### src/hdl/stcp_pkg.sv
// Shared types, constants and helper functions for the serial time/command parser.
// Used by stcp_line_parser, stcp_result_store and serial_time_command_parser.
package stcp_pkg;

    localparam int LINE_LIMIT_DEFAULT = 128;

    localparam int ACC_W   = 14;
    localparam int FIELD_W = ACC_W + 1;
    localparam int NUM_FIELDS = 6;

    localparam logic [ACC_W-1:0] ACC_MAX = 14'd16383;

    localparam logic [7:0] CH_LF  = 8'h0A;
    localparam logic [7:0] CH_CR  = 8'h0D;
    localparam logic [7:0] CH_NUL = 8'h00;
    localparam logic [7:0] CH_SP  = 8'h20;
    localparam logic [7:0] CH_TAB = 8'h09;
    localparam logic [7:0] CH_VT  = 8'h0B;
    localparam logic [7:0] CH_FF  = 8'h0C;

    localparam logic [2:0] KIND_TIME     = 3'd0;
    localparam logic [2:0] KIND_OTHER    = 3'd1;
    localparam logic [2:0] KIND_IP       = 3'd2;
    localparam logic [2:0] KIND_SSID     = 3'd3;
    localparam logic [2:0] KIND_POT      = 3'd4;
    localparam logic [2:0] KIND_POT_BAD  = 3'd5;

    localparam logic [4:0]  RST_HOUR   = 5'd0;
    localparam logic [5:0]  RST_MINUTE = 6'd0;
    localparam logic [5:0]  RST_SECOND = 6'd0;
    localparam logic [4:0]  RST_DAY    = 5'd1;
    localparam logic [3:0]  RST_MONTH  = 4'd1;
    localparam logic [11:0] RST_YEAR   = 12'd2025;

    typedef enum logic [4:0] {
        PH_START     = 5'd0,
        PH_I         = 5'd1,
        PH_IP        = 5'd2,
        PH_S         = 5'd3,
        PH_SS        = 5'd4,
        PH_SSI       = 5'd5,
        PH_SSID      = 5'd6,
        PH_P         = 5'd7,
        PH_PN        = 5'd8,
        PH_PND       = 5'd9,
        PH_T         = 5'd10,
        PH_F0        = 5'd11,
        PH_F0S       = 5'd12,
        PH_F1        = 5'd13,
        PH_F1S       = 5'd14,
        PH_F2        = 5'd15,
        PH_F2S       = 5'd16,
        PH_F3        = 5'd17,
        PH_F3S       = 5'd18,
        PH_F4        = 5'd19,
        PH_F4S       = 5'd20,
        PH_F5        = 5'd21,
        PH_F5S       = 5'd22,
        PH_D         = 5'd23,
        PH_DEQ       = 5'd24,
        PH_TIME_DONE = 5'd25,
        PH_DECIDED   = 5'd26
    } t_phase;

    typedef struct packed {
        logic        valid;
        logic [2:0]  kind;
        logic [1:0]  pot;
        logic [4:0]  hour;
        logic [5:0]  minute;
        logic [5:0]  second;
        logic [4:0]  day;
        logic [3:0]  month;
        logic [11:0] year;
    } t_line_end;

    function automatic logic in_range(input logic [FIELD_W-1:0] f,
                                      input logic [ACC_W-1:0] lo,
                                      input logic [ACC_W-1:0] hi);
        logic [ACC_W-1:0] mag;
        mag = f[ACC_W-1:0];
        if (f[ACC_W] && (mag != '0)) begin
            return 1'b0;
        end
        return (mag >= lo) && (mag <= hi);
    endfunction

    function automatic logic is_blank(input logic [7:0] c);
        return (c == CH_SP) || (c == CH_TAB) || (c == CH_VT) || (c == CH_FF);
    endfunction

endpackage

### src/hdl/stcp_line_parser.sv
// Per-byte line parser: line counting, keyword matching and number fields.
// Emits one line-end event per non-empty line. Depends on stcp_pkg.
module stcp_line_parser #(
    parameter int LINE_LIMIT = stcp_pkg::LINE_LIMIT_DEFAULT
) (
    input  logic                 i_clk,
    input  logic                 i_rst_n,
    input  logic                 i_byte_valid,
    input  logic [7:0]           i_byte,
    output stcp_pkg::t_line_end  o_line_end
);

    localparam int CNT_W = $clog2(LINE_LIMIT);
    localparam logic [CNT_W-1:0] CNT_LAST = CNT_W'(LINE_LIMIT - 1);

    logic [CNT_W-1:0]                r_count, n_count;
    logic                            r_zero, n_zero;
    stcp_pkg::t_phase                r_phase, n_phase;
    logic [2:0]                      r_class, n_class;
    logic [stcp_pkg::ACC_W-1:0]      r_accum, n_accum;
    logic                            r_neg, n_neg;
    logic                            r_has_digit, n_has_digit;
    logic [stcp_pkg::FIELD_W-1:0]    r_fields [0:stcp_pkg::NUM_FIELDS-1];
    logic [stcp_pkg::FIELD_W-1:0]    n_fields [0:stcp_pkg::NUM_FIELDS-1];

    logic                            is_term, is_digit, in_number, sgn, f5_pending, time_done;
    logic [4:0]                      off;
    logic [2:0]                      k;
    logic [3:0]                      digit;
    logic [17:0]                     acc_prod;
    logic [stcp_pkg::FIELD_W-1:0]    cur_field, f5;
    logic [2:0]                      fin_kind;
    logic [1:0]                      fin_pot;

    always_comb begin
        is_term   = (i_byte == stcp_pkg::CH_LF) || (i_byte == stcp_pkg::CH_CR);
        is_digit  = (i_byte >= "0") && (i_byte <= "9");
        digit     = 4'(i_byte - "0");
        acc_prod  = 18'(r_accum) * 18'd10 + 18'(digit);
        in_number = (r_phase >= stcp_pkg::PH_F0) && (r_phase <= stcp_pkg::PH_F5S);
        off       = 5'(r_phase) - 5'(stcp_pkg::PH_F0);
        k         = off[3:1];
        sgn       = off[0];
        cur_field = {r_neg, r_accum};

        f5_pending = ((r_phase == stcp_pkg::PH_F5) || (r_phase == stcp_pkg::PH_F5S))
                     && r_has_digit;
        f5        = f5_pending ? cur_field : r_fields[5];
        time_done = (r_phase == stcp_pkg::PH_TIME_DONE) || f5_pending;

        fin_pot = 2'd0;
        if (r_phase == stcp_pkg::PH_DECIDED) begin
            fin_kind = r_class;
            if (r_class == stcp_pkg::KIND_POT) begin
                fin_pot = r_accum[1:0];
            end
        end else if ((r_phase == stcp_pkg::PH_PN) || (r_phase == stcp_pkg::PH_PND)) begin
            fin_kind = stcp_pkg::KIND_POT_BAD;
        end else if (time_done
                     && stcp_pkg::in_range(r_fields[0], 14'd0, 14'd23)
                     && stcp_pkg::in_range(r_fields[1], 14'd0, 14'd59)
                     && stcp_pkg::in_range(r_fields[2], 14'd0, 14'd59)
                     && stcp_pkg::in_range(r_fields[3], 14'd1, 14'd31)
                     && stcp_pkg::in_range(r_fields[4], 14'd1, 14'd12)
                     && stcp_pkg::in_range(f5, 14'd2000, 14'd2099)) begin
            fin_kind = stcp_pkg::KIND_TIME;
        end else begin
            fin_kind = stcp_pkg::KIND_OTHER;
        end

        o_line_end.valid  = i_byte_valid && is_term && (r_count != '0);
        o_line_end.kind   = fin_kind;
        o_line_end.pot    = fin_pot;
        o_line_end.hour   = r_fields[0][4:0];
        o_line_end.minute = r_fields[1][5:0];
        o_line_end.second = r_fields[2][5:0];
        o_line_end.day    = r_fields[3][4:0];
        o_line_end.month  = r_fields[4][3:0];
        o_line_end.year   = f5[11:0];
    end

    always_comb begin
        n_count     = r_count;
        n_zero      = r_zero;
        n_phase     = r_phase;
        n_class     = r_class;
        n_accum     = r_accum;
        n_neg       = r_neg;
        n_has_digit = r_has_digit;
        n_fields    = r_fields;

        if (i_byte_valid) begin
            if (is_term || (r_count == CNT_LAST)) begin
                if (is_term && (r_count != '0) && f5_pending) begin
                    n_fields[5] = cur_field;
                end
                if (is_term || (r_count == CNT_LAST)) begin
                    n_count     = '0;
                    n_zero      = 1'b0;
                    n_phase     = stcp_pkg::PH_START;
                    n_class     = stcp_pkg::KIND_OTHER;
                    n_accum     = '0;
                    n_neg       = 1'b0;
                    n_has_digit = 1'b0;
                end
            end else begin
                n_count = r_count + CNT_W'(1);
                if (r_zero) begin
                    n_zero = 1'b1;
                end else if (i_byte == stcp_pkg::CH_NUL) begin
                    n_zero = 1'b1;
                end else if (in_number) begin
                    if (is_digit) begin
                        n_has_digit = 1'b1;
                        n_accum = (acc_prod > 18'(stcp_pkg::ACC_MAX)) ? stcp_pkg::ACC_MAX
                                                                      : acc_prod[13:0];
                    end else if (r_has_digit) begin
                        n_fields[k] = cur_field;
                        if (k == 3'd5) begin
                            n_phase = stcp_pkg::PH_TIME_DONE;
                        end else if (k == 3'd2) begin
                            if (i_byte == ";") begin
                                n_phase = stcp_pkg::PH_D;
                            end else begin
                                n_phase = stcp_pkg::PH_DECIDED;
                                n_class = stcp_pkg::KIND_OTHER;
                            end
                        end else if (((k < 3'd2) && (i_byte == ":"))
                                     || ((k >= 3'd3) && (i_byte == "/"))) begin
                            n_phase = stcp_pkg::t_phase'(5'(stcp_pkg::PH_F0)
                                                         + {1'b0, k + 3'd1, 1'b0});
                            n_accum     = '0;
                            n_neg       = 1'b0;
                            n_has_digit = 1'b0;
                        end else begin
                            n_phase = stcp_pkg::PH_DECIDED;
                            n_class = stcp_pkg::KIND_OTHER;
                        end
                    end else if (!sgn && stcp_pkg::is_blank(i_byte)) begin
                        n_phase = r_phase;
                    end else if (!sgn && ((i_byte == "+") || (i_byte == "-"))) begin
                        n_neg   = (i_byte == "-");
                        n_phase = stcp_pkg::t_phase'(5'(r_phase) + 5'd1);
                    end else begin
                        n_phase = stcp_pkg::PH_DECIDED;
                        n_class = stcp_pkg::KIND_OTHER;
                    end
                end else begin
                    unique case (r_phase)
                        stcp_pkg::PH_START: begin
                            if (i_byte == "I") n_phase = stcp_pkg::PH_I;
                            else if (i_byte == "S") n_phase = stcp_pkg::PH_S;
                            else if (i_byte == "P") n_phase = stcp_pkg::PH_P;
                            else if (i_byte == "T") n_phase = stcp_pkg::PH_T;
                            else begin
                                n_phase = stcp_pkg::PH_DECIDED;
                                n_class = stcp_pkg::KIND_OTHER;
                            end
                        end
                        stcp_pkg::PH_I: begin
                            if (i_byte == "P") n_phase = stcp_pkg::PH_IP;
                            else begin
                                n_phase = stcp_pkg::PH_DECIDED;
                                n_class = stcp_pkg::KIND_OTHER;
                            end
                        end
                        stcp_pkg::PH_IP: begin
                            n_phase = stcp_pkg::PH_DECIDED;
                            n_class = (i_byte == "=") ? stcp_pkg::KIND_IP
                                                      : stcp_pkg::KIND_OTHER;
                        end
                        stcp_pkg::PH_S: begin
                            if (i_byte == "S") n_phase = stcp_pkg::PH_SS;
                            else begin
                                n_phase = stcp_pkg::PH_DECIDED;
                                n_class = stcp_pkg::KIND_OTHER;
                            end
                        end
                        stcp_pkg::PH_SS: begin
                            if (i_byte == "I") n_phase = stcp_pkg::PH_SSI;
                            else begin
                                n_phase = stcp_pkg::PH_DECIDED;
                                n_class = stcp_pkg::KIND_OTHER;
                            end
                        end
                        stcp_pkg::PH_SSI: begin
                            if (i_byte == "D") n_phase = stcp_pkg::PH_SSID;
                            else begin
                                n_phase = stcp_pkg::PH_DECIDED;
                                n_class = stcp_pkg::KIND_OTHER;
                            end
                        end
                        stcp_pkg::PH_SSID: begin
                            n_phase = stcp_pkg::PH_DECIDED;
                            n_class = (i_byte == "=") ? stcp_pkg::KIND_SSID
                                                      : stcp_pkg::KIND_OTHER;
                        end
                        stcp_pkg::PH_P: begin
                            if (i_byte == "N") n_phase = stcp_pkg::PH_PN;
                            else begin
                                n_phase = stcp_pkg::PH_DECIDED;
                                n_class = stcp_pkg::KIND_OTHER;
                            end
                        end
                        stcp_pkg::PH_PN: begin
                            if ((i_byte >= "1") && (i_byte <= "4")) begin
                                n_accum = {12'd0, 2'(i_byte - "1")};
                                n_phase = stcp_pkg::PH_PND;
                            end else begin
                                n_phase = stcp_pkg::PH_DECIDED;
                                n_class = stcp_pkg::KIND_POT_BAD;
                            end
                        end
                        stcp_pkg::PH_PND: begin
                            n_phase = stcp_pkg::PH_DECIDED;
                            n_class = (i_byte == "=") ? stcp_pkg::KIND_POT
                                                      : stcp_pkg::KIND_POT_BAD;
                        end
                        stcp_pkg::PH_T, stcp_pkg::PH_DEQ: begin
                            if (i_byte == "=") begin
                                n_phase = (r_phase == stcp_pkg::PH_T) ? stcp_pkg::PH_F0
                                                                      : stcp_pkg::PH_F3;
                                n_accum     = '0;
                                n_neg       = 1'b0;
                                n_has_digit = 1'b0;
                            end else begin
                                n_phase = stcp_pkg::PH_DECIDED;
                                n_class = stcp_pkg::KIND_OTHER;
                            end
                        end
                        stcp_pkg::PH_D: begin
                            if (i_byte == "D") n_phase = stcp_pkg::PH_DEQ;
                            else begin
                                n_phase = stcp_pkg::PH_DECIDED;
                                n_class = stcp_pkg::KIND_OTHER;
                            end
                        end
                        default: begin
                            n_phase = r_phase;
                        end
                    endcase
                end
            end
        end
    end

    always_ff @(posedge i_clk) begin
        if (!i_rst_n) begin
            r_count     <= '0;
            r_zero      <= 1'b0;
            r_phase     <= stcp_pkg::PH_START;
            r_class     <= stcp_pkg::KIND_OTHER;
            r_accum     <= '0;
            r_neg       <= 1'b0;
            r_has_digit <= 1'b0;
            for (int i = 0; i < stcp_pkg::NUM_FIELDS; i++) begin
                r_fields[i] <= '0;
            end
        end else begin
            r_count     <= n_count;
            r_zero      <= n_zero;
            r_phase     <= n_phase;
            r_class     <= n_class;
            r_accum     <= n_accum;
            r_neg       <= n_neg;
            r_has_digit <= n_has_digit;
            r_fields    <= n_fields;
        end
    end

endmodule

### src/hdl/stcp_result_store.sv
// Stored time, ready flags and the result register of the output channel.
// Loads on each line-end event from stcp_line_parser. Depends on stcp_pkg.
module stcp_result_store (
    input  logic                 i_clk,
    input  logic                 i_rst_n,
    input  stcp_pkg::t_line_end  i_line_end,
    input  logic                 i_stall,
    output logic                 o_valid,
    output logic [2:0]           o_line_kind,
    output logic [1:0]           o_pot_index,
    output logic                 o_time_valid,
    output logic [4:0]           o_hour,
    output logic [5:0]           o_minute,
    output logic [5:0]           o_second,
    output logic [4:0]           o_day,
    output logic [3:0]           o_month,
    output logic [11:0]          o_year,
    output logic                 o_address_ready,
    output logic                 o_network_name_ready,
    output logic [3:0]           o_pot_names_ready
);

    logic        r_valid, n_valid;
    logic [2:0]  r_kind, n_kind;
    logic [1:0]  r_pot, n_pot;
    logic        r_time_valid, n_time_valid;
    logic [4:0]  r_hour, n_hour;
    logic [5:0]  r_minute, n_minute;
    logic [5:0]  r_second, n_second;
    logic [4:0]  r_day, n_day;
    logic [3:0]  r_month, n_month;
    logic [11:0] r_year, n_year;
    logic [5:0]  r_flags, n_flags;

    always_comb begin
        n_valid      = r_valid && i_stall;
        n_kind       = r_kind;
        n_pot        = r_pot;
        n_time_valid = r_time_valid;
        n_hour       = r_hour;
        n_minute     = r_minute;
        n_second     = r_second;
        n_day        = r_day;
        n_month      = r_month;
        n_year       = r_year;
        n_flags      = r_flags;
        if (i_line_end.valid) begin
            n_valid = 1'b1;
            n_kind  = i_line_end.kind;
            n_pot   = i_line_end.pot;
            case (i_line_end.kind)
                stcp_pkg::KIND_TIME: begin
                    n_time_valid = 1'b1;
                    n_hour       = i_line_end.hour;
                    n_minute     = i_line_end.minute;
                    n_second     = i_line_end.second;
                    n_day        = i_line_end.day;
                    n_month      = i_line_end.month;
                    n_year       = i_line_end.year;
                end
                stcp_pkg::KIND_IP:   n_flags[0] = 1'b1;
                stcp_pkg::KIND_SSID: n_flags[1] = 1'b1;
                stcp_pkg::KIND_POT:  n_flags[3'd2 + {1'b0, i_line_end.pot}] = 1'b1;
                default:             n_flags = r_flags;
            endcase
        end
    end

    always_ff @(posedge i_clk) begin
        if (!i_rst_n) begin
            r_valid      <= 1'b0;
            r_kind       <= stcp_pkg::KIND_OTHER;
            r_pot        <= 2'd0;
            r_time_valid <= 1'b0;
            r_hour       <= stcp_pkg::RST_HOUR;
            r_minute     <= stcp_pkg::RST_MINUTE;
            r_second     <= stcp_pkg::RST_SECOND;
            r_day        <= stcp_pkg::RST_DAY;
            r_month      <= stcp_pkg::RST_MONTH;
            r_year       <= stcp_pkg::RST_YEAR;
            r_flags      <= '0;
        end else begin
            r_valid      <= n_valid;
            r_kind       <= n_kind;
            r_pot        <= n_pot;
            r_time_valid <= n_time_valid;
            r_hour       <= n_hour;
            r_minute     <= n_minute;
            r_second     <= n_second;
            r_day        <= n_day;
            r_month      <= n_month;
            r_year       <= n_year;
            r_flags      <= n_flags;
        end
    end

    assign o_valid              = r_valid;
    assign o_line_kind          = r_kind;
    assign o_pot_index          = r_pot;
    assign o_time_valid         = r_time_valid;
    assign o_hour               = r_hour;
    assign o_minute             = r_minute;
    assign o_second             = r_second;
    assign o_day                = r_day;
    assign o_month              = r_month;
    assign o_year               = r_year;
    assign o_address_ready      = r_flags[0];
    assign o_network_name_ready = r_flags[1];
    assign o_pot_names_ready    = r_flags[5:2];

endmodule

### src/hdl/serial_time_command_parser.sv
// Serial time/command line parser, top level: input register, parser, result store.
// Depends on stcp_pkg, stcp_line_parser and stcp_result_store.
// Path: a line terminator passes the input register and the parser into the result
// register, which raises o_valid; the result transfers once i_stall is low.
// Throughput: one byte per cycle, set by the single-pass parser between the input
// register and the result register; stalls only while a held result is stalled.
// Reset: synchronous active low; clears line state, stored time to 00:00:00 01/01/2025.
module serial_time_command_parser #(
    parameter int LINE_LIMIT = stcp_pkg::LINE_LIMIT_DEFAULT
) (
    input  logic        i_clk,
    input  logic        i_rst_n,
    input  logic        i_valid,
    output logic        o_stall,
    input  logic [7:0]  i_rx_byte,
    output logic        o_valid,
    input  logic        i_stall,
    output logic [2:0]  o_line_kind,
    output logic [1:0]  o_pot_index,
    output logic        o_time_valid,
    output logic [4:0]  o_hour,
    output logic [5:0]  o_minute,
    output logic [5:0]  o_second,
    output logic [4:0]  o_day,
    output logic [3:0]  o_month,
    output logic [11:0] o_year,
    output logic        o_address_ready,
    output logic        o_network_name_ready,
    output logic [3:0]  o_pot_names_ready
);

    logic                r_in_valid, n_in_valid;
    logic [7:0]          r_in_byte, n_in_byte;
    logic                consume, accept;
    stcp_pkg::t_line_end line_end;

    always_comb begin
        consume    = r_in_valid && !(o_valid && i_stall);
        o_stall    = r_in_valid && !consume;
        accept     = i_valid && !o_stall;
        n_in_valid = accept ? 1'b1 : (consume ? 1'b0 : r_in_valid);
        n_in_byte  = accept ? i_rx_byte : r_in_byte;
    end

    always_ff @(posedge i_clk) begin
        if (!i_rst_n) begin
            r_in_valid <= 1'b0;
        end else begin
            r_in_valid <= n_in_valid;
        end
        r_in_byte <= n_in_byte;
    end

    stcp_line_parser #(
        .LINE_LIMIT (LINE_LIMIT)
    ) u_parser (
        .i_clk        (i_clk),
        .i_rst_n      (i_rst_n),
        .i_byte_valid (consume),
        .i_byte       (r_in_byte),
        .o_line_end   (line_end)
    );

    stcp_result_store u_store (
        .i_clk                (i_clk),
        .i_rst_n              (i_rst_n),
        .i_line_end           (line_end),
        .i_stall              (i_stall),
        .o_valid              (o_valid),
        .o_line_kind          (o_line_kind),
        .o_pot_index          (o_pot_index),
        .o_time_valid         (o_time_valid),
        .o_hour               (o_hour),
        .o_minute             (o_minute),
        .o_second             (o_second),
        .o_day                (o_day),
        .o_month              (o_month),
        .o_year               (o_year),
        .o_address_ready      (o_address_ready),
        .o_network_name_ready (o_network_name_ready),
        .o_pot_names_ready    (o_pot_names_ready)
    );

endmodule
### config.mk
export PLATFORM = sky130hd
export DESIGN_NAME = serial_time_command_parser
export DESIGN_NICKNAME = d
export VERILOG_FILES = /design/src/hdl/stcp_pkg.sv /design/src/hdl/stcp_line_parser.sv /design/src/hdl/stcp_result_store.sv /design/src/hdl/serial_time_command_parser.sv
export SDC_FILE = /design/constraint.sdc
export NUM_CORES = 1
export LEC_CHECK = 0
export ABC_CLOCK_PERIOD_IN_PS = 4350
export BUFFER_PORTS_ARGS = -buffer_cell sky130_fd_sc_hd__buf_2
export CELL_PAD_IN_SITES_DETAIL_PLACEMENT = 0
export CELL_PAD_IN_SITES_GLOBAL_PLACEMENT = 1
export CORE_MARGIN = 1
export CORE_UTILIZATION = 27
export DETAILED_ROUTE_END_ITERATION = 10
export GPL_TIMING_DRIVEN = 0
export PLACE_DENSITY = 0.52
export SLEW_MARGIN = 20
export SYNTH_ARGS = -nofsm -noshare
export SYNTH_HDL_FRONTEND = slang
export SYNTH_HIERARCHICAL = 1
export SYNTH_SLANG_ARGS = --single-unit
export TNS_END_PERCENT = 100
### constraint.sdc
create_clock -name i_clk -period 4.35 [get_ports i_clk]
set_clock_uncertainty 0.05 [all_clocks]
set_input_delay 0.2175 -clock i_clk [delete_from_list [all_inputs] [get_ports i_clk]]
set_output_delay 0.2175 -clock i_clk [all_outputs]
set_load 0.02 [all_outputs]
==> results of run 1 <==
per-stage QoR:
step | worst slack, ns | instances
after floorplan | 0.9846 | 1160
after global placement | -0.02963 | 1734
after CTS | 0.1077 | 1776
final | 0.2831 | 1776
after global routing | 0.04223 | 1776
after detailed placement | -0.05240 | 1734
cells by family (layout without fill, tap and decap cells):
logic type	after synthesis	in the layout	synth area share, %
flip-flops	182	182	36.16
XOR/XNOR	26	26	2.284
AO/OA/AOI/OAI	193	193	13.37
buffers and inverters	135	240	6.744
AND/OR/NAND/NOR	425	425	20.72
adder cells (fa/ha/maj)	45	45	5.614
multiplexers	154	154	15.12
worst max-delay path: cells and delay by family (launching register included):
kind / cells / cell delay (ns)
adder cells (fa/ha/maj): 1 / 0.40
AND/OR/NAND/NOR: 5 / 1.65
multiplexers: 1 / 0.19
AO/OA/AOI/OAI: 2 / 0.37
flip-flops: 1 / 0.55
buffers and inverters: 3 / 0.79
final timing paths:
kind                                      to  slack (ns)  depth (start not counted)
min                  r_in_valid$_SDFFE_PN0P_        0.04                          2
min reg2reg  u_store/r_flags[1]$_SDFFE_PN0P_        0.40                          2
max reg2reg   u_store/o_year[3]$_SDFFE_PN1P_        0.28                         12
max           u_store/o_year[3]$_SDFFE_PN1P_        0.28                         12
power breakdown:
part / internal, mW / switching, mW
Combinational: 0.334 / 0.700
Sequential: 1.70 / 0.0416
Clock: 0.899 / 0.731
Total: 2.94 / 1.47
timing repair:
item                       in CTS  in global routing
buffers inserted                0                  0
hold endpoints to repair       10                  0
gates resized for setup         1                  1
hold buffers                   10                  0
setup endpoints to repair      10                 10
cells in the final DEF (no fill, tap or decap), types with 9 or more instances in the layout:
| cell type | instances |
|---|---|
| dfxtp_1 | 174 |
| mux2i_1 | 145 |
| nor2_1 | 141 |
| nand2_1 | 102 |
| buf_2 | 86 |
| a21oi_1 | 46 |
| ha_1 | 42 |
| clkbuf_1 | 40 |
| nor2b_1 | 32 |
| buf_4 | 32 |
| o21ai_0 | 30 |
| inv_1 | 28 |
| nor3_1 | 27 |
| nand3_1 | 25 |
| clkbuf_16 | 17 |
| a211oi_1 | 17 |
| nor4_1 | 16 |
| nand4_1 | 15 |
| xor2_1 | 13 |
| xnor2_1 | 12 |
| dlygate4sd3_1 | 10 |
| nand2b_1 | 9 |
| o211ai_1 | 9 |
cell type report:
class / count / area, um^2 / area share, %
Buffer: 103 / 575.6 / 4.804
Clock buffer: 19 / 452.9 / 3.781
Clock inverter: 13 / 165.2 / 1.379
Inverter: 32 / 120.1 / 1.003
Multi-Input combinational cell: 843 / 5888 / 49.15
Sequential cell: 182 / 3724 / 31.08
Tap cell: 511 / 639.4 / 5.337
Timing Repair Buffer: 73 / 415.4 / 3.467
flip-flops by register name, summed over array words and instances (netlist names), 2 cells and up:
register and count:
u_parser/r_accum 14, r_in_byte 8, u_store/o_minute 6, u_store/o_year 12
u_store/o_month 4, u_parser/o_line_end 26, u_store/o_pot_index 2, u_store/o_second 6
u_store/o_day 5, u_store/o_hour 5, u_store/r_flags 6, u_parser/r_fields 64
u_parser/r_class 3, u_parser/r_count 7, u_parser/r_phase 5, u_store/o_line_kind 3
layer usage:
| layer | wire [um] | part of all wire [%] | vias to the layer above |
|---|---|---|---|
| li1 | - | - | 4305 |
| met1 | 16730 | 53 | 4088 |
| met2 | 13620 | 43 | 149 |
| met3 | 858 | 2.7 | 17 |
| met4 | 286 | 0.91 | 0 |
| met5 | 0 | 0 | - |
==> results.cfg, run 1 <==
[run_status]
status = finished, final reports clean

[critical_path]
end_kind = register
cp_max_fo = 10
cp-start-kind = register
required_ns = 4.66
path_cells = ha_2, nor2_1, nor4_4, clkbuf_2, nor4b_1, a31oi_1, nor3_1, a21oi_1, nor4b_4, buf_6, buf_8, mux2i_1
critPathMaxStageDelay_ns = 0.55
worstReg2RegStart = u_parser/r_phase[1]$_SDFFE_PN0P_
critPathKind = register to register
crit_start = u_parser/r_phase[1]$_SDFFE_PN0P_
crit_path_top_delay_cell = dfxtp_1
cp_data_arrival_time_ns = 4.37

[clock_network]
clock-sinks = 182
htreeDepth = 4
clk_latency_ns = 0.43
cts_tree = built
cts_root_buf = clkbuf_16
numCtsBuffers = 17
path_clk_slew_ns = 0.07
clk_path_buf_depth = 2

[place]
dp_hpwl_um = 23840
place_area_um2 = 11260
gp_congestion = 0.8602
portBuffers = 63

[logic_synthesis]
synthTopCellsByArea = dfxtp_1, mux2i_1, ha_1
synth_top_cell_area_share_pct = 33.83
synth_area_um2 = 10300
syn_nets = 1217
yosysWarnings = 6
yosysMostFrequentCell = dfxtp_1
syn_inst = 1160
synth.avg_cell_area_um2 = 8.877
ys_seq_elements = 182
ys_async_sr_fraction_pct = 0
ys_top_cells_by_count = dfxtp_1, mux2i_1, nor2_1, nand2_1, a21oi_1
ys_seq_area_share_pct = 36.16
synth_edf_count = 8
dominantRegCellSynth = dfxtp_1
ys_types = 95
yosysTopAreaCell = dfxtp_1

[global_routing]
use_met1_pct = 23.94
grt_pass1_wl_um = 49210
globalRoute.totalOverflow = 0
use_met3_pct = 2.083
use_met2_pct = 25.26
grt_pass1_vias = 8341
grt_max_degree = 18
antenna_found_initial = 0
grtUsageTotal_pct = 16.39
busiest_layer = met2

[layout]
n_fill_cell = 4038
fin_area_um2 = 11980
utilization_pct = 31.88
nets = 1309
drive_above_1_share_pct = 15.18
area_growth_pct = 16.34
num_antenna_cells = 0

[floorplanning]
coreArea_um2 = 37580
die_h_um = 197.3
start_util_pct = 27.40
die_area_um2 = 38920
die_x_um = 197.3
core.rowCount = 71
pin_count = 64

[timing]
timing.fmax_mhz = 245.9
worst_hold_slack_ns = 0.03653
rsz0062_at_grt = false
hold_viol_final = 0
post-route-min-period_ns = 4.067
fin_crit_sh_pct = 93.49
setup_viol_count_final = 0
maxSlewHeadroom_pct = 25.54
fin_tns_setup_ns = 0
tightest_slew_ns = 1.101
slew_viol_final = 0

[route]
drt-total-wl_um = 31490
wl_per_cell_um = 17.73
drt_iter0_markers = 446
first_pass_iters = 5
drc = 0
vias_per_cell = 4.819
vias = 8559
antenna_left = 0

[run]
drv_cap = 0

[pwr]
total_leakage_power_nw = 4.702
p_per_area_nw_per_um2 = 368.1
ir_worst_vdd_mv = 0.2115
power.total_mw = 4.410

[worst_hold_path]
min_path_type = input pin to register
hold_start = i_rst_n
(Power assumes the default switching activity.)
==> run 2: changes to the inputs <==
--- a/config.mk
+++ b/config.mk
@@ -10,10 +10,10 @@
 export CELL_PAD_IN_SITES_DETAIL_PLACEMENT = 0
 export CELL_PAD_IN_SITES_GLOBAL_PLACEMENT = 1
 export CORE_MARGIN = 1
-export CORE_UTILIZATION = 27
+export CORE_UTILIZATION = 47
 export DETAILED_ROUTE_END_ITERATION = 10
 export GPL_TIMING_DRIVEN = 0
-export PLACE_DENSITY = 0.52
+export PLACE_DENSITY = 0.81
 export SLEW_MARGIN = 20
 export SYNTH_ARGS = -nofsm -noshare
 export SYNTH_HDL_FRONTEND = slang
==> results.cfg, run 2 (synthesized netlist as in run 1, its figures left out) <==
[layout]
final_common_cell = dfxtp_1
multi_input_area_um2 = 5879
fin_area_um2 = 11650
drive_above_1_share_pct = 15.07
nets = 1312
regMostFlops = u_parser/r_fields
largest_reg_flops = 64
area_growth_pct = 13.13
final_cell_mix = dfxtp_1, mux2i_1, nor2_1, nand2_1, buf_2
num_antenna_cells = 0
seqCellArea_um2 = 3724
n_fill_cell = 2026

[clock_network]
clock-sinks = 182
path_clk_slew_ns = 0.07
clk_path_buf_depth = 2
cts_root_buf = clkbuf_16
numCtsBuffers = 17
clk_latency_ns = 0.44
htreeDepth = 4
cts_tree = built

[critical_path]
critPathTopFamily = simple AND/OR/NAND/NOR gates
endpoint = u_store/o_year[1]$_SDFFE_PN0P_
worstReg2RegStart = u_parser/r_phase[0]$_SDFFE_PN0P_
cp_max_fo = 10
rrSetupSlack_ns = 0.18
crit_path_top_delay_cell = nor3_1
required_ns = 4.66
critPathKind = register to register
cp-start-kind = register
cp.depth = 13
cp_data_arrival_time_ns = 4.48
crit_start = u_parser/r_phase[0]$_SDFFE_PN0P_
r2r_cells = 13
critPathMaxStageDelay_ns = 0.45
path_buf_inv = 4
end_kind = register
path_cells = inv_1, ha_1, nor2_1, nor4_4, clkbuf_2, nor4b_1, a31oi_1, nor3_1, a21oi_1, nor4b_4, buf_6, buf_8, mux2i_1
r2r-end = u_store/o_year[1]$_SDFFE_PN0P_

[timing]
fin_crit_sh_pct = 95.82
rsz0062_at_grt = false
maxSlewHeadroom_pct = 30.70
post-route-min-period_ns = 4.168
setup_viol_count_final = 0
hold_viol_final = 0
tightest_slew_ns = 1.030
slew_viol_final = 0
timing.fmax_mhz = 239.9

[pwr]
power.total_mw = 4.215
pwr-share-comb_pct = 23.3
p_int_mw = 2.792
total_leakage_power_nw = 4.692
pwr-share-seq_pct = 41.4
p_per_area_nw_per_um2 = 361.8
power_switching_mw = 1.423
clkPwrFrac_pct = 35.3
switching_share_pct = 33.77
ir_worst_vdd_mv = 0.2085

[route]
wl_per_cell_um = 17.87
drt-total-wl_um = 27560
vias_per_cell = 5.630
vias = 8682
drt_iter0_markers = 573
antenna_left = 0
drc = 0
first_pass_iters = 5

[place]
portBuffers = 63
dp_hpwl_um = 20380
place_area_um2 = 10960
gp_congestion = 0.9145

[floorplanning]
die_h_um = 150.0
coreArea_um2 = 21220
die_x_um = 150.0
start_util_pct = 48.53
pin_count = 64
core.rowCount = 53
die_area_um2 = 22500

[run_status]
status = finished, final reports clean

[global_routing]
grtUsageTotal_pct = 25.23
grt_pass1_vias = 8144
globalRoute.totalOverflow = 0
grt_pass1_wl_um = 43940
grt_max_degree = 19
antenna_found_initial = 0

[run]
drv_cap = 0

[worst_hold_path]
min_path_type = input pin to register
-- run 2: area by class of cell --
| type | instances | area share [%] |
|---|---|---|
| Buffer | 103 | 4.940 |
| Clock inverter | 14 | 1.214 |
| Tap cell | 275 | 2.954 |
| Inverter | 32 | 1.031 |
| Clock buffer | 17 | 3.652 |
| Sequential cell | 182 | 31.96 |
| Timing Repair Buffer | 76 | 3.780 |
| Multi-Input combinational cell | 843 | 50.47 |
-- run 2: metal layers --
layer	share of wire [%]	global-route usage [%]	vias up
li1	-	-	4307
met1	48	34.95	4082
met2	44	40.46	264
met3	5.7	4.024	29
met4	1.5	6.667	0
met5	0	0	-
-- run 2: timing repair --
item,in CTS,in global routing
pin swaps,0,1
endpoints found under the hold margin,10,0
endpoints found under the setup margin,9,31
gates resized for setup,1,0
buffers inserted,0,2
hold buffers,11,0
cloned,0,0
-- run 2: per-stage QoR --
step                std cells  TNS (ns)  setup WS, ns  util (%)  hold WS, ns
finish                   1542         0        0.1818     54.90       0.2581
global route             1542         0      0.004095     54.90       0.2792
CTS                      1540         0       0.09559     54.83       0.2613
detailed placement       1498  -0.05182      -0.03863     51.63       0.3456
global placement         1498   -0.1986      -0.02481     51.63       0.3449
floorplan                1160         0        0.9846         -       0.2664
-- run 2: how the worst min path moves through the flow --
| stage | start | to | depth (start not counted) | slack (ns) |
|---|---|---|---|---|
| detailed placement | i_rx_byte[1] | r_in_byte[1]$_DFFE_PP_ | 1 | 0.35 |
| floorplan | i_rx_byte[0] | r_in_byte[0]$_DFFE_PP_ | 0 | 0.27 |
| global placement | i_rx_byte[7] | r_in_byte[7]$_DFFE_PP_ | 1 | 0.34 |
| finish | i_rst_n | u_store/o_valid$_SDFF_PN0_ | 4 | 0.26 |
| CTS | i_rst_n | u_store/o_valid$_SDFF_PN0_ | 4 | 0.26 |
| global route | i_rst_n | u_store/o_valid$_SDFF_PN0_ | 4 | 0.28 |
-- run 2: power by group through the flow --
stage               combinational (mW)  clock (mW)  sequential [mW]
global route                      1.06        1.59             1.75
finish                           0.984        1.49             1.75
floorplan                        0.693           0             1.77
CTS                              0.959        1.51             1.74
global placement                 0.948           0             1.78
detailed placement               0.947           0             1.78
-- run 2: worst min-delay path: cells and delay by family --
| family | cells | cell delay (ns) |
|---|---|---|
| buffers and inverters | 3 | 0.44 |
| and+or+nand+nor | 1 | 0.06 |
==> run 3: changes to the inputs <==
--- a/config.mk
+++ b/config.mk
@@ -5,12 +5,12 @@
 export SDC_FILE = /design/constraint.sdc
 export NUM_CORES = 1
 export LEC_CHECK = 0
-export ABC_CLOCK_PERIOD_IN_PS = 4350
+export ABC_CLOCK_PERIOD_IN_PS = 3850
 export BUFFER_PORTS_ARGS = -buffer_cell sky130_fd_sc_hd__buf_2
 export CELL_PAD_IN_SITES_DETAIL_PLACEMENT = 0
-export CELL_PAD_IN_SITES_GLOBAL_PLACEMENT = 1
+export CELL_PAD_IN_SITES_GLOBAL_PLACEMENT = 2
 export CORE_MARGIN = 1
-export CORE_UTILIZATION = 47
+export CORE_UTILIZATION = 38
 export DETAILED_ROUTE_END_ITERATION = 10
 export GPL_TIMING_DRIVEN = 0
 export PLACE_DENSITY = 0.81
==> constraint.sdc (replaced) <==
create_clock -name i_clk -period 3.85 [get_ports i_clk]
set_clock_uncertainty 0.05 [all_clocks]
set_input_delay 0.1925 -clock i_clk [delete_from_list [all_inputs] [get_ports i_clk]]
set_output_delay 0.1925 -clock i_clk [all_outputs]
set_load 0.02 [all_outputs]
==> results.cfg, run 3 (synthesized netlist as in run 1, its figures left out) <==
[run_status]
status = finished with violations
failed_checks = DRC

[floorplanning]
die_x_um = 166.6
die_area_um2 = 27760
coreArea_um2 = 26350
core.rowCount = 59
die_h_um = 166.6
pin_count = 64
start_util_pct = 39.07

[critical_path]
cp_data_arrival_time_ns = 3.90
required_ns = 4.09
cp-start-kind = register
critPathKind = register to register
end_kind = register
cp_max_fo = 10

[timing]
hold_viol_final = 0
maxSlewHeadroom_pct = 39.49
worst_hold_slack_ns = 0.2399
timing.fmax_mhz = 273.0
tightest_slew_ns = 0.8950
slew_viol_final = 0
post-route-min-period_ns = 3.663
fin_crit_sh_pct = 95.14
setup_viol_count_final = 0

[pwr]
total_leakage_power_nw = 4.722
pwr-share-comb_pct = 23.3
p_per_area_nw_per_um2 = 416.3
power_switching_mw = 1.665
ir_worst_vdd_mv = 0.2930
p_int_mw = 3.270
pwr-share-seq_pct = 40.0
switching_share_pct = 33.73
clkPwrFrac_pct = 36.7

[clock_network]
clock-sinks = 182
htreeDepth = 4
path_clk_slew_ns = 0.08
cts_tree = built
numCtsBuffers = 17
clk_latency_ns = 0.43
cts_root_buf = clkbuf_16
clk_path_buf_depth = 2

[layout]
largest_reg_flops = 64
area_growth_pct = 15.12
nets = 1313
fin_cells = 1604
drive_above_1_share_pct = 16.00
final_common_cell = dfxtp_1
final_cell_mix = dfxtp_1, mux2i_1, nor2_1, nand2_1, buf_2
num_antenna_cells = 0
regMostFlops = u_parser/r_fields

[route]
route.met2.wl_um = 12660
wl_per_cell_um = 17.77
vias_per_cell = 5.311
antenna_left = 0
first_pass_iters = 10
wl_met1_um = 14190
top_layer = met4
drt-total-wl_um = 28510
vias = 8519
drc = 11
wl_met3_um = 1250
drt_iter0_markers = 625

[global_routing]
grtUsageTotal_pct = 20.72
grt_pass1_vias = 8137
antenna_found_initial = 0
grt_max_degree = 20
grt_pass1_wl_um = 45600
globalRoute.totalOverflow = 0

[place]
dp.cells = 1558
gp_congestion = 0.8555
dp_hpwl_um = 21360
portBuffers = 63

[worst_hold_path]
min_path_type = input pin to register

[run]
drv_cap = 0
run 3: worst paths after layout:
path	start	end	slack, ns	depth (start not counted)
worst max-delay path	u_parser/r_accum[1]$_SDFFE_PN0P_	u_parser/r_accum[12]$_SDFFE_PN0P_	0.19	11
worst min-delay path	i_rst_n	u_store/r_flags[1]$_SDFFE_PN0P_	0.24	4
worst max register to register	u_parser/r_accum[1]$_SDFFE_PN0P_	u_parser/r_accum[12]$_SDFFE_PN0P_	0.19	11
worst min register to register	u_store/r_flags[1]$_SDFFE_PN0P_	u_store/r_flags[1]$_SDFFE_PN0P_	0.40	2
run 3: worst max-delay path, stage by stage, from the launching register on:
cell      delay, ns
dfxtp_1        0.41
ha_1           0.26
ha_1           0.23
fa_1           0.44
a211oi_2       0.36
o21ai_0        0.14
mux2i_1        0.27
o211ai_1       0.20
or4_1          0.60
o22ai_2        0.24
buf_4          0.23
a311oi_1       0.10
run 3: final cells by class:
| cell class | instances | area (um^2) |
|---|---|---|
| inverter | 32 | 120.1 |
| fill | 2619 | 14500 |
| multi-input combinational | 843 | 5943 |
| tap | 335 | 419.2 |
| timing repair buffer | 77 | 447.9 |
| buffer | 103 | 578.1 |
| clock inverter | 14 | 181.4 |
| clock buffer | 18 | 439.2 |
| sequential | 182 | 3725 |
run 3: routing by layer:
layer,vias to the layer above,GRT usage [%]
li1,4294,-
met1,3982,29.26
met2,217,33.12
met3,26,2.471
met4,0,5.837
met5,-,0
run 3: power groups by stage:
stage	logic, mW	registers [mW]	clock network [mW]
floorplan	0.783	2.00	0
global placement	1.10	2.01	0
detailed placement	1.08	2.01	0
CTS	1.10	1.97	1.86
global route	1.24	1.98	1.94
finish	1.15	1.97	1.81
run 3: stage by stage:
| step | instance area, um^2 | utilization (%) | setup WS (ns) | TNS [ns] | power (mW) |
|---|---|---|---|---|---|
| CTS | 11790 | 44.74 | 0.02067 | 0 | 4.922 |
| global route | 11850 | 44.98 | -0.004525 | -0.004525 | 5.158 |
| finish | 11850 | 44.98 | 0.1870 | 0 | 4.935 |
| global placement | 11030 | 41.86 | -0.6042 | -20.15 | 3.113 |
| detailed placement | 11030 | 41.86 | -0.5895 | -18.68 | 3.094 |
| floorplan | 10300 | - | 0.4846 | 0 | 2.783 |
run 3: what timing repair did:
item,4_1_cts,5_1_grt
hold buffers,11,0
endpoints found under the setup margin,44,47
hold endpoints to repair,10,0
resized for setup,4,11
setup buffers,2,1
pin swaps,2,1
